`config.mk`:
```
export PLATFORM = sky130hd
export DESIGN_NAME = video_test_pattern_generator_core_flat
export DESIGN_NICKNAME = d
export VERILOG_FILES = /design/src/hw/rtl/vtpg_pkg.sv /design/src/hw/rtl/vtpg_pix_if.sv /design/src/hw/rtl/vtpg_argb_if.sv /design/src/hw/rtl/video_test_pattern_generator_core.sv /design/src/flat_wrapper.sv
export SDC_FILE = /design/constraint.sdc
export NUM_CORES = 2
export LEC_CHECK = 0
export BUFFER_PORTS_ARGS = -buffer_cell sky130_fd_sc_hd__buf_2
export CAP_MARGIN = 20
export CORE_ASPECT_RATIO = 0.9
export CORE_MARGIN = 2
export CORE_UTILIZATION = 55
export CTS_BUF_LIST = sky130_fd_sc_hd__clkbuf_8 sky130_fd_sc_hd__clkbuf_16
export DETAILED_ROUTE_END_ITERATION = 10
export GPL_ROUTABILITY_DRIVEN = 0
export GPL_TIMING_DRIVEN = 0
export PLACE_DENSITY = 0.8
export SLEW_MARGIN = 25
export SYNTH_ARGS = -nofsm -noshare
export SYNTH_HDL_FRONTEND = slang
export SYNTH_SLANG_ARGS = --single-unit
```
`constraint.sdc`:
```
create_clock -name i_clk -period 5.8 [get_ports i_clk]
set_input_delay 0.29 -clock i_clk [delete_from_list [all_inputs] [get_ports i_clk]]
set_output_delay 0.29 -clock i_clk [all_outputs]
set_load 0.05 [all_outputs]
```
`src/hw/rtl/vtpg_pkg.sv`:
```
package vtpg_pkg;

    // coordinate width used when the top level is not overridden
    localparam int COORD_BITS_DEF = 13;

    // configuration register indexes
    localparam int CFG_IDX_BITS = 2;
    localparam logic [CFG_IDX_BITS-1:0] CFG_PANE_WIDTH  = 2'd0;
    localparam logic [CFG_IDX_BITS-1:0] CFG_PANE_HEIGHT = 2'd1;

    // pane size after reset
    localparam logic [15:0] PANE_WIDTH_RST  = 16'd640;
    localparam logic [15:0] PANE_HEIGHT_RST = 16'd480;

    // border thickness in pixels
    localparam int FRAME_PIX = 3;

    // tolerance multipliers of the pixel-center comparisons
    localparam int TOL_X_MUL = 125;
    localparam int TOL_Y_MUL = 250;

    typedef logic [31:0] t_argb;

    localparam t_argb COL_FRAME     = 32'hFF3090A8;
    localparam t_argb COL_CROSS     = 32'hFFC3DADC;
    localparam t_argb COL_QUARTER   = 32'hFF305764;
    localparam t_argb COL_CELL_ODD  = 32'hFF121C22;
    localparam t_argb COL_CELL_EVEN = 32'hFF0D151B;

endpackage

```
`src/hw/rtl/vtpg_pix_if.sv`:
```
interface vtpg_pix_if #(
    parameter int COORD_BITS = vtpg_pkg::COORD_BITS_DEF
);
    logic                  valid;
    logic                  ready;
    logic [COORD_BITS-1:0] pixel_x;
    logic [COORD_BITS-1:0] pixel_y;

    modport source (output valid, output pixel_x, output pixel_y, input ready);
    modport sink   (input valid, input pixel_x, input pixel_y, output ready);
endinterface

```
`src/hw/rtl/vtpg_argb_if.sv`:
```
interface vtpg_argb_if;
    logic                  valid;
    logic                  ready;
    vtpg_pkg::t_argb       argb_color;

    modport source (output valid, output argb_color, input ready);
    modport sink   (input valid, input argb_color, output ready);
endinterface

```
`src/hw/rtl/video_test_pattern_generator_core.sv`:
```
// a pixel accepted at the input passes the stage 1 and stage 2 registers, then the output register
// throughput: one pixel per cycle unless the output stalls; three-stage pipeline, one quotient bit per stage
// a stalled output holds the whole pipe; bubbles are squeezed out while the output waits
// reset (synchronous, active low) empties every stage and sets the pane to 640 x 480
module video_test_pattern_generator_core #(
    parameter int COORD_BITS = vtpg_pkg::COORD_BITS_DEF
) (
    input  logic                              i_clk,
    input  logic                              i_rst_n,
    input  logic                              i_cfg_we,
    input  logic [vtpg_pkg::CFG_IDX_BITS-1:0] i_cfg_idx,
    input  logic [COORD_BITS-1:0]             i_cfg_data,
    vtpg_pix_if.sink                          i_pix,
    vtpg_argb_if.source                       o_argb
);
    import vtpg_pkg::*;

    localparam int CW = COORD_BITS;
    // wide enough for 250 * |4y + 2 - 3h|
    localparam int MW = COORD_BITS + 11;

    function automatic logic [MW-1:0] f_absdiff(input logic [MW-1:0] a, input logic [MW-1:0] b);
        logic [MW-1:0] r;
        r = (a > b) ? (a - b) : (b - a);
        return r;
    endfunction

    // ---------------------------------------------------------------
    // configuration registers
    // ---------------------------------------------------------------
    logic [CW-1:0] r_pane_w;
    logic [CW-1:0] r_pane_h;

    always_ff @(posedge i_clk) begin
        if (!i_rst_n) begin
            r_pane_w <= CW'(PANE_WIDTH_RST);
            r_pane_h <= CW'(PANE_HEIGHT_RST);
        end else if (i_cfg_we) begin
            if (i_cfg_idx == CFG_PANE_WIDTH) begin
                r_pane_w <= i_cfg_data;
            end else if (i_cfg_idx == CFG_PANE_HEIGHT) begin
                r_pane_h <= i_cfg_data;
            end
        end
    end

    // widened copies of the pane size for the tolerance compares
    logic [MW-1:0] w_ext;
    logic [MW-1:0] h_ext;
    logic [MW-1:0] w3_ext;
    logic [MW-1:0] h3_ext;

    assign w_ext  = MW'(r_pane_w);
    assign h_ext  = MW'(r_pane_h);
    assign w3_ext = w_ext + MW'({r_pane_w, 1'b0});
    assign h3_ext = h_ext + MW'({r_pane_h, 1'b0});

    // ---------------------------------------------------------------
    // stall chain: each stage moves when the one after it can take data
    // ---------------------------------------------------------------
    logic r_v1, r_v2, r_v3;
    logic rdy1, rdy2, rdy3;

    assign rdy3        = !r_v3 || o_argb.ready;
    assign rdy2        = !r_v2 || rdy3;
    assign rdy1        = !r_v1 || rdy2;
    assign i_pix.ready = rdy1;

    // ---------------------------------------------------------------
    // stage 1: border test, distances to center and quarter lines,
    // top quotient bit of 8x/w and 8y/h
    // ---------------------------------------------------------------
    logic [CW:0]   x_plus3;
    logic [CW:0]   y_plus3;
    logic          n_frame1;
    logic [MW-1:0] x2p1, x4p2, y2p1, y4p2;
    logic [CW:0]   tx0, ty0;
    logic          qx0, qy0;
    logic [CW-1:0] n_remx1, n_remy1;

    logic          r_frame1;
    logic [MW-1:0] r_dxc1, r_dxq1, r_dxt1;
    logic [MW-1:0] r_dyc1, r_dyq1, r_dyt1;
    logic [CW-1:0] r_remx1, r_remy1;

    always_comb begin
        x_plus3  = (CW+1)'(i_pix.pixel_x) + (CW+1)'(FRAME_PIX);
        y_plus3  = (CW+1)'(i_pix.pixel_y) + (CW+1)'(FRAME_PIX);
        // also covers a zero-size pane and coordinates outside the pane
        n_frame1 = (i_pix.pixel_x < CW'(FRAME_PIX)) || (i_pix.pixel_y < CW'(FRAME_PIX)) ||
                   (x_plus3 >= (CW+1)'(r_pane_w)) || (y_plus3 >= (CW+1)'(r_pane_h));

        x2p1 = MW'({i_pix.pixel_x, 1'b1});
        x4p2 = MW'({i_pix.pixel_x, 2'b10});
        y2p1 = MW'({i_pix.pixel_y, 1'b1});
        y4p2 = MW'({i_pix.pixel_y, 2'b10});

        // restoring division, first step: remainder starts at x (< w)
        tx0     = {i_pix.pixel_x, 1'b0};
        ty0     = {i_pix.pixel_y, 1'b0};
        qx0     = tx0 >= (CW+1)'(r_pane_w);
        qy0     = ty0 >= (CW+1)'(r_pane_h);
        n_remx1 = qx0 ? CW'(tx0 - (CW+1)'(r_pane_w)) : CW'(tx0);
        n_remy1 = qy0 ? CW'(ty0 - (CW+1)'(r_pane_h)) : CW'(ty0);
    end

    always_ff @(posedge i_clk) begin
        if (!i_rst_n) begin
            r_v1 <= 1'b0;
        end else if (rdy1) begin
            r_v1 <= i_pix.valid;
        end
    end

    always_ff @(posedge i_clk) begin
        if (rdy1) begin
            r_frame1 <= n_frame1;
            r_dxc1   <= f_absdiff(x2p1, w_ext);
            r_dxq1   <= f_absdiff(x4p2, w_ext);
            r_dxt1   <= f_absdiff(x4p2, w3_ext);
            r_dyc1   <= f_absdiff(y2p1, h_ext);
            r_dyq1   <= f_absdiff(y4p2, h_ext);
            r_dyt1   <= f_absdiff(y4p2, h3_ext);
            r_remx1  <= n_remx1;
            r_remy1  <= n_remy1;
        end
    end

    // ---------------------------------------------------------------
    // stage 2: tolerance compares, middle quotient bit
    // ---------------------------------------------------------------
    logic          n_cross2, n_quart2;
    logic [CW:0]   tx1, ty1;
    logic          qx1, qy1;
    logic [CW-1:0] n_remx2, n_remy2;

    logic          r_frame2, r_cross2, r_quart2;
    logic [CW-1:0] r_remx2, r_remy2;

    always_comb begin
        // constant multiplies reduce to shift-and-add
        n_cross2 = (MW'(r_dxc1 * MW'(TOL_X_MUL)) < w_ext) ||
                   (MW'(r_dyc1 * MW'(TOL_Y_MUL)) < h3_ext);
        n_quart2 = (MW'(r_dxq1 * MW'(TOL_X_MUL)) < w_ext) ||
                   (MW'(r_dxt1 * MW'(TOL_X_MUL)) < w_ext) ||
                   (MW'(r_dyq1 * MW'(TOL_Y_MUL)) < h3_ext) ||
                   (MW'(r_dyt1 * MW'(TOL_Y_MUL)) < h3_ext);

        tx1     = {r_remx1, 1'b0};
        ty1     = {r_remy1, 1'b0};
        qx1     = tx1 >= (CW+1)'(r_pane_w);
        qy1     = ty1 >= (CW+1)'(r_pane_h);
        n_remx2 = qx1 ? CW'(tx1 - (CW+1)'(r_pane_w)) : CW'(tx1);
        n_remy2 = qy1 ? CW'(ty1 - (CW+1)'(r_pane_h)) : CW'(ty1);
    end

    always_ff @(posedge i_clk) begin
        if (!i_rst_n) begin
            r_v2 <= 1'b0;
        end else if (rdy2) begin
            r_v2 <= r_v1;
        end
    end

    always_ff @(posedge i_clk) begin
        if (rdy2) begin
            r_frame2 <= r_frame1;
            r_cross2 <= n_cross2;
            r_quart2 <= n_quart2;
            r_remx2  <= n_remx2;
            r_remy2  <= n_remy2;
        end
    end

    // ---------------------------------------------------------------
    // stage 3: last quotient bit, checkerboard parity, color pick
    // ---------------------------------------------------------------
    logic [CW:0] tx2, ty2;
    logic        qx2, qy2;
    t_argb       n_argb;
    t_argb       r_argb;

    always_comb begin
        tx2 = {r_remx2, 1'b0};
        ty2 = {r_remy2, 1'b0};
        qx2 = tx2 >= (CW+1)'(r_pane_w);
        qy2 = ty2 >= (CW+1)'(r_pane_h);

        // priority: border, crosshair, quarter lines, checkerboard
        if (r_frame2) begin
            n_argb = COL_FRAME;
        end else if (r_cross2) begin
            n_argb = COL_CROSS;
        end else if (r_quart2) begin
            n_argb = COL_QUARTER;
        end else if (qx2 ^ qy2) begin
            n_argb = COL_CELL_ODD;
        end else begin
            n_argb = COL_CELL_EVEN;
        end
    end

    always_ff @(posedge i_clk) begin
        if (!i_rst_n) begin
            r_v3 <= 1'b0;
        end else if (rdy3) begin
            r_v3 <= r_v2;
        end
    end

    always_ff @(posedge i_clk) begin
        if (rdy3) begin
            r_argb <= n_argb;
        end
    end

    assign o_argb.valid      = r_v3;
    assign o_argb.argb_color = r_argb;

    // ---------------------------------------------------------------
    // checks
    // ---------------------------------------------------------------
    a_accept_enters_stage1: assert property (@(posedge i_clk) disable iff (!i_rst_n)
        (i_pix.valid && i_pix.ready) |=> r_v1)
        else $error("accepted pixel did not enter stage 1");

    a_remainder_below_width: assert property (@(posedge i_clk) disable iff (!i_rst_n)
        (r_v1 && !r_frame1) |-> (r_remx1 < r_pane_w) && (r_remy1 < r_pane_h))
        else $error("division remainder out of range inside the pane");

    a_frame_color: assert property (@(posedge i_clk) disable iff (!i_rst_n)
        (r_v2 && r_frame2 && rdy3) |=> (o_argb.argb_color == COL_FRAME))
        else $error("border pixel did not get the border color");

    a_opaque: assert property (@(posedge i_clk) disable iff (!i_rst_n)
        o_argb.valid |-> (o_argb.argb_color[31:24] == 8'hFF))
        else $error("output color is not opaque");

endmodule
```
`src/flat_wrapper.sv`:
```
// flat-port wrapper written by rule: the top's interface ports become plain ports
module video_test_pattern_generator_core_flat import vtpg_pkg::*;
#(
    parameter int COORD_BITS = vtpg_pkg::COORD_BITS_DEF
)
  (i_clk, i_rst_n, i_cfg_we, i_cfg_idx, i_cfg_data, i_pix_valid, i_pix_pixel_x, i_pix_pixel_y, i_pix_ready, o_argb_valid, o_argb_argb_color, o_argb_ready);
  vtpg_pix_if #(.COORD_BITS(COORD_BITS)) i_pix_i ();
  vtpg_argb_if o_argb_i ();
  input  logic i_clk;
  input  logic i_rst_n;
  input  logic i_cfg_we;
  input  logic [vtpg_pkg::CFG_IDX_BITS-1:0] i_cfg_idx;
  input  logic [COORD_BITS-1:0] i_cfg_data;
  input wire logic [$bits(i_pix_i.valid)-1:0] i_pix_valid;
  input wire logic [$bits(i_pix_i.pixel_x)-1:0] i_pix_pixel_x;
  input wire logic [$bits(i_pix_i.pixel_y)-1:0] i_pix_pixel_y;
  output wire logic [$bits(i_pix_i.ready)-1:0] i_pix_ready;
  output wire logic [$bits(o_argb_i.valid)-1:0] o_argb_valid;
  output wire logic [$bits(o_argb_i.argb_color)-1:0] o_argb_argb_color;
  input wire logic [$bits(o_argb_i.ready)-1:0] o_argb_ready;
  assign i_pix_i.valid = i_pix_valid;
  assign i_pix_i.pixel_x = i_pix_pixel_x;
  assign i_pix_i.pixel_y = i_pix_pixel_y;
  assign i_pix_ready = i_pix_i.ready;
  assign o_argb_valid = o_argb_i.valid;
  assign o_argb_argb_color = o_argb_i.argb_color;
  assign o_argb_i.ready = o_argb_ready;
  video_test_pattern_generator_core #(.COORD_BITS(COORD_BITS)) u_core (.i_clk(i_clk), .i_rst_n(i_rst_n), .i_cfg_we(i_cfg_we), .i_cfg_idx(i_cfg_idx), .i_cfg_data(i_cfg_data), .i_pix(i_pix_i), .o_argb(o_argb_i));
endmodule
```
== Word level (Yosys, flattened, before mapping) ==
Index checks and enable logic that the tools add are counted.

* Bits in registers: 261
* Bits in latches: 0
* Bits in writable memories: 0
* Bits in read-only memories: 0
* Input bits: 46
* Output and inout bits: 34
* Memories: 0

* Add/sub/neg operators: 20
* Multipliers: 6
* Divide/modulo/power cells: 0
* Order comparisons: 22
* Equality and inequality tests: 1
* Shift operators: 0
* Multiplexer cells: 13
* Bitwise operators: 2
* Reduce and logical (&&, ||, !) cells: 18

{| class="wikitable"
|+ Operators by type and width
! cell !! number
|-
| 24-bit two-way mux || 8
|-
| 14-bit by 13-bit >= comparator with 1-bit output || 8
|-
| 24-bit by 13-bit < comparator with 1-bit output || 3
|-
| 24-bit < comparator || 3
|-
| 24-bit by 7-bit multiplier with 23-bit output (second input constant) || 3
|-
| 24-bit by 7-bit multiplier with 24-bit output (second input constant) || 3
|-
| 15-bit by 15-bit subtractor with 16-bit output || 4
|-
| 13-bit two-way mux || 4
|-
| 13-bit subtractor || 4
|-
| 13-bit by 15-bit subtractor with 16-bit output || 2
|-
| 15-bit by 13-bit subtractor with 16-bit output || 2
|-
| 13-bit by 14-bit adder with 15-bit output || 2
|-
| 15-bit by 13-bit > comparator with 1-bit output || 2
|-
| 15-bit > comparator || 2
|-
| 13-bit by 14-bit subtractor with 15-bit output || 2
|-
| 14-bit by 13-bit subtractor with 15-bit output || 2
|-
| 13-bit by 2-bit adder with 14-bit output (second input constant) || 2
|-
| 14-bit by 13-bit > comparator with 1-bit output || 2
|-
| 13-bit by 2-bit < comparator with 1-bit output (second input constant) || 2
|-
| 21-bit two-way mux || 1
|-
| 1-bit logical OR || 10
|-
| 1-bit zero test || 3
|-
| 3-bit AND reduction || 1
|-
| 3-bit OR reduction || 1
|-
| other kinds (6) || 6
|}

== Depth between registers and ports, before layout ==
* Depth in word-level cells: 5
* Depth in mapped cells: 25

== Worst setup path after synthesis ==
OpenSTA, ideal clock, no wires.

* Path kind: register -> register
* Start point: register u_core.r_dxt1[0]
* End point: register u_core.r_quart2 (data pin)
* Library setup time: 129 ps
* Arrival time: 5603 ps
* Setup slack: 68 ps
* Stages on the path, launching flop included: 26
* Path through: edfxtp_1 -> fa_1 -> fa_1 -> inv_1 -> fa_1 -> fa_1 -> inv_1 -> ha_1 -> nand2_1 -> o21ai_0 -> o21a_1 -> nor2_1 -> o21a_1 -> o21bai_1 -> a21oi_1 -> xnor2_1 -> ha_1 -> and3_1 -> a22oi_1 -> nand4_1 -> nor4_1 -> nand4_1 -> a221oi_1 -> nand4_1 -> nor4_1 -> or4_1

* Word-level cells in the longest chain between the ends: 5

{| class="wikitable"
|+ RTL lines
! element !! RTL line !! text
|-
| start, declared || video_test_pattern_generator_core.sv:82 || <nowiki>logic [MW-1:0] r_dxc1, r_dxq1, r_dxt1;</nowiki>
|-
| start signal, assigned || video_test_pattern_generator_core.sv:120 || <nowiki>r_dxt1 <= f_absdiff(x4p2, w3_ext);</nowiki>
|-
| 24-bit by 7-bit multiplier with 24-bit output || video_test_pattern_generator_core.sv:145 || <nowiki>(MW'(r_dxt1 * MW'(TOL_X_MUL)) < w_ext) ||</nowiki>
|-
| 24-bit by 13-bit < comparator with 1-bit output || video_test_pattern_generator_core.sv:145 ||
|-
| 1-bit logical OR || video_test_pattern_generator_core.sv:144 || <nowiki>n_quart2 = (MW'(r_dxq1 * MW'(TOL_X_MUL)) < w_ext) ||</nowiki>
|-
| 1-bit logical OR || video_test_pattern_generator_core.sv:145 ||
|-
| 1-bit logical OR || video_test_pattern_generator_core.sv:146 || <nowiki>(MW'(r_dyq1 * MW'(TOL_Y_MUL)) < h3_ext) ||</nowiki>
|-
| named net u_core.n_quart2 || video_test_pattern_generator_core.sv:132 || <nowiki>logic n_cross2, n_quart2;</nowiki>
|-
| end signal, assigned || video_test_pattern_generator_core.sv:169 || <nowiki>r_quart2 <= n_quart2;</nowiki>
|-
| end, declared || video_test_pattern_generator_core.sv:137 || <nowiki>logic r_frame2, r_cross2, r_quart2;</nowiki>
|}

The timed path passes the listed nets, and every way through them passes these cells.
A chain may end at the register's enable or synchronous reset.

== Worst setup path in the final report ==
Ends and elaborated chain as after synthesis.

==> results.ini <==
[clock_tree]
h-tree-depth = 4
clock_latency_ns = 0.52
cts-root-buf = clkbuf_16
numCtsBuffers = 17
cts_buffer_depth = 2
ctsHoldBuffers = 0
clock-sinks = 189
clkTransAtPathRegs_ns = 0.10
cts_tree = yes

[layout]
final_common_cell = inv_1
final_nets = 5322
final_cell_mix = 704 x inv_1, 595 x ha_1, 348 x fa_1, 254 x a21oi_1, 223 x nand2_1
area_growth_syn_to_layout_pct = 8.246
layout.area.seq_um2 = 5396
fin_util_pct = 60.06
layout-drive-gt1-share_pct = 9.143
fillers = 5565
multi_input_area_um2 = 28980

[yosys]
async_reset_ff_share_pct = 0
yosys.cell_types.count = 112
synthCells = 4160
synthesis.area_um2 = 37180
synth_area_leader_cell = ha_1
synthTopCellsByArea = ha_1 21%, fa_1 19%, edfxtp_1 13%
synth-warning-count = 0
synth_xor_xnor_area_share_pct = 6.267
synthAdderAreaFrac_pct = 39.38
yosysSeqAreaShare_pct = 14.49
synth-simple-area-share_pct = 11.17
syn_area_per_cell_um2 = 8.936
ys_seq_elements = 189
synth_top_family_by_area = adder cells
yosysTopAreaCellShare_pct = 20.53
synth_compound_area_share_pct = 17.41
ys_dominant_reg_cell = edfxtp_1
synthMuxAreaShare_pct = 2.443
synth_edf_count = 160

[setup_path]
rr_worst_depth = 24
slowest_delay_ns = 0.50
crit_family = adder cells
path_class = flop to flop
cp_num_buf_inv = 4
critical_path_peak_fanout = 3
critPathLaunch = u_core.r_dxt1[0]$_DFFE_PP_
crit_path_cell_trace = buf_4 -> fa_1 -> fa_1 -> inv_1 -> fa_1 -> fa_1 -> inv_2 -> ha_4 -> buf_4 -> o21a_1 -> o31a_1 -> o41a_1 -> nor2_2 -> xnor2_1 -> ha_1 -> and3_4 -> a22oi_2 -> nand4_1 -> nor4_2 -> nand4_1 -> a221oi_2 -> nand4_1 -> nor4_4 -> or4_4
worst-endpoint-arrival_ns = 6.54
critPathRequiredTime_ns = 6.17
crit_slowest_cell = fa_1
critPathCaptureType = flop
cpMostUsedCell = fa_1
cp-start-kind = flop
worst_r2r_startpoint = u_core.r_dxt1[0]$_DFFE_PP_
crit_cells = 24

[die]
io-pin-count = 80
die_h_um = 250.6
initial_core_util_pct = 55.48
dieArea_um2 = 69690
die_w_um = 278.1
core_um2 = 67000
rows = 90

[place]
dpl_worst_slack_ns = -1.050
io_buffers = 68
place_hpwl_um = 77700

[timing]
worst_pin_slew_ns = 1.004
fmaxAchievable_mhz = 162.1
final.min_clock_period_ns = 6.168
setup_viol = 1
finalCritPeriodShare_pct = 106.3
rsz0062_at_grt = yes
clock_skew_ns = 0.02349
timing.final.ws_setup_ns = -0.3676
maxSlewHeadroom_pct = 32.55
finalMaxSlewViolations = 0
hold_viol = 0

[route]
route.detailed.wl_per_inst_um = 18.64
vias_per_cell = 5.899
dr.pass1.iters = 10
num_vias = 30718
drt-total-wl_um = 97080
drc = 0
ant_nets = 0
initialDrtViolationCount = 2825

[worst_hold_path]
holdPathStages = 3
hp-class = input pin to flop
min_from = i_cfg_data[9]

[run_status]
outcome = finished with violations
violations = setup timing

[global_route]
grt_antenna_before_repair = 7
gr-total-overflow = 0
grt_max_degree = 36
track_usage_pct = 27.75
grt_pass1_wl_um = 155100
first_global_vias = 29928

[run]
max_cap_viol_count = 0

[sequential cells by signal, summed over array words and instances (netlist names), 12 cells and up]
signal and cells:
u_core.o_argb.argb_color 12, u_core.r_dxc1 15, u_core.r_dxq1 15, u_core.r_dxt1 16, u_core.r_dyc1 15, u_core.r_dyq1 15, u_core.r_dyt1 16, u_core.r_pane_h 13
u_core.r_pane_w 13, u_core.r_remx1 13, u_core.r_remx2 13, u_core.r_remy1 13, u_core.r_remy2 13
[metal layers]
layer / global-route usage, % / up-vias / part of all wire (%)
li1: - / 14538 / -
met1: 38.64 / 14661 / 44
met2: 42.96 / 1321 / 44
met3: 5.970 / 192 / 9.6
met4: 9.097 / 6 / 3.0
met5: 0 / - / 0.041
[worst paths after layout]
check / to / slack (ns)
max: u_core.r_quart2$_DFFE_PP_ / -0.37
max reg2reg: u_core.r_quart2$_DFFE_PP_ / -0.37
min: u_core.r_pane_w[9]$_SDFFE_PN1P_ / 0.03
min reg2reg: u_core.r_frame2$_DFFE_PP_ / 0.46
[layout make-up]
cell class | instances | area share (%)
diodes | 2 | 0.01244
clock buffers | 18 | 1.091
clock inverters | 14 | 0.4477
inverters | 726 | 6.778
well taps | 874 | 2.717
plain buffers | 107 | 1.356
flip-flops and latches | 189 | 13.41
multi-input cells | 3143 | 72.01
repair buffers | 134 | 2.180
[worst min-delay path, cell delays in order]
cell      delay [ns]
buf_2           0.09
nand2_1         0.05
o211ai_1        0.07
[repair_timing]
item / in CTS / in global routing
resized for setup: 44 / 62
pin swaps: 27 / 54
buffers inserted: 35 / 27
endpoints found under the setup margin: 17 / 30
[cells by family (layout without fill, tap and decap cells)]
logic type | after synthesis | in the layout
compound gates | 980 | 980
xor+xnor | 266 | 266
fa+ha+maj | 962 | 962
buf+inv | 836 | 999
flops | 189 | 189
mux | 86 | 86
other cells | 2 | 12
simple gates | 839 | 839
[per-stage QoR]
step,hold slack (ns),setup TNS (ns),area (µm²),cells
after global routing,0.01689,-0.7361,40240,5207
after CTS,0.003116,-0.3349,39790,5181
after floorplan,0.4003,0,37210,4168
final,0.02793,-0.3676,40240,5207
after global placement,0.4053,-222.76,38640,5110
after detailed placement,0.4205,-6.818,38750,5114
[synth_stat cells (13+ instances only)]
| library cell | count |
|---|---|
| a211oi_1 | 24 |
| a21boi_0 | 34 |
| a21o_1 | 121 |
| a21oi_1 | 266 |
| a221oi_1 | 15 |
| a31oi_1 | 35 |
| and2_1 | 16 |
| and3_1 | 31 |
| buf_2 | 25 |
| buf_4 | 28 |
| clkbuf_1 | 56 |
| dfxtp_1 | 29 |
| edfxtp_1 | 160 |
| fa_1 | 348 |
| ha_1 | 610 |
| inv_1 | 722 |
| mux2_2 | 31 |
| mux2i_1 | 51 |
| nand2_1 | 225 |
| nand2b_1 | 46 |
| nand3_1 | 72 |
| nand4_1 | 35 |
| nor2_1 | 206 |
| nor2b_1 | 65 |
| nor3_1 | 57 |
| nor4_1 | 13 |
| o211ai_1 | 27 |
| o21a_1 | 44 |
| o21ai_0 | 175 |
| o21ai_1 | 26 |
| o21bai_1 | 42 |
| xnor2_1 | 220 |
| xor2_1 | 46 |
Power is not shown: default switching activity piles up to over one toggle a cycle in this logic, so the estimate is an artifact.
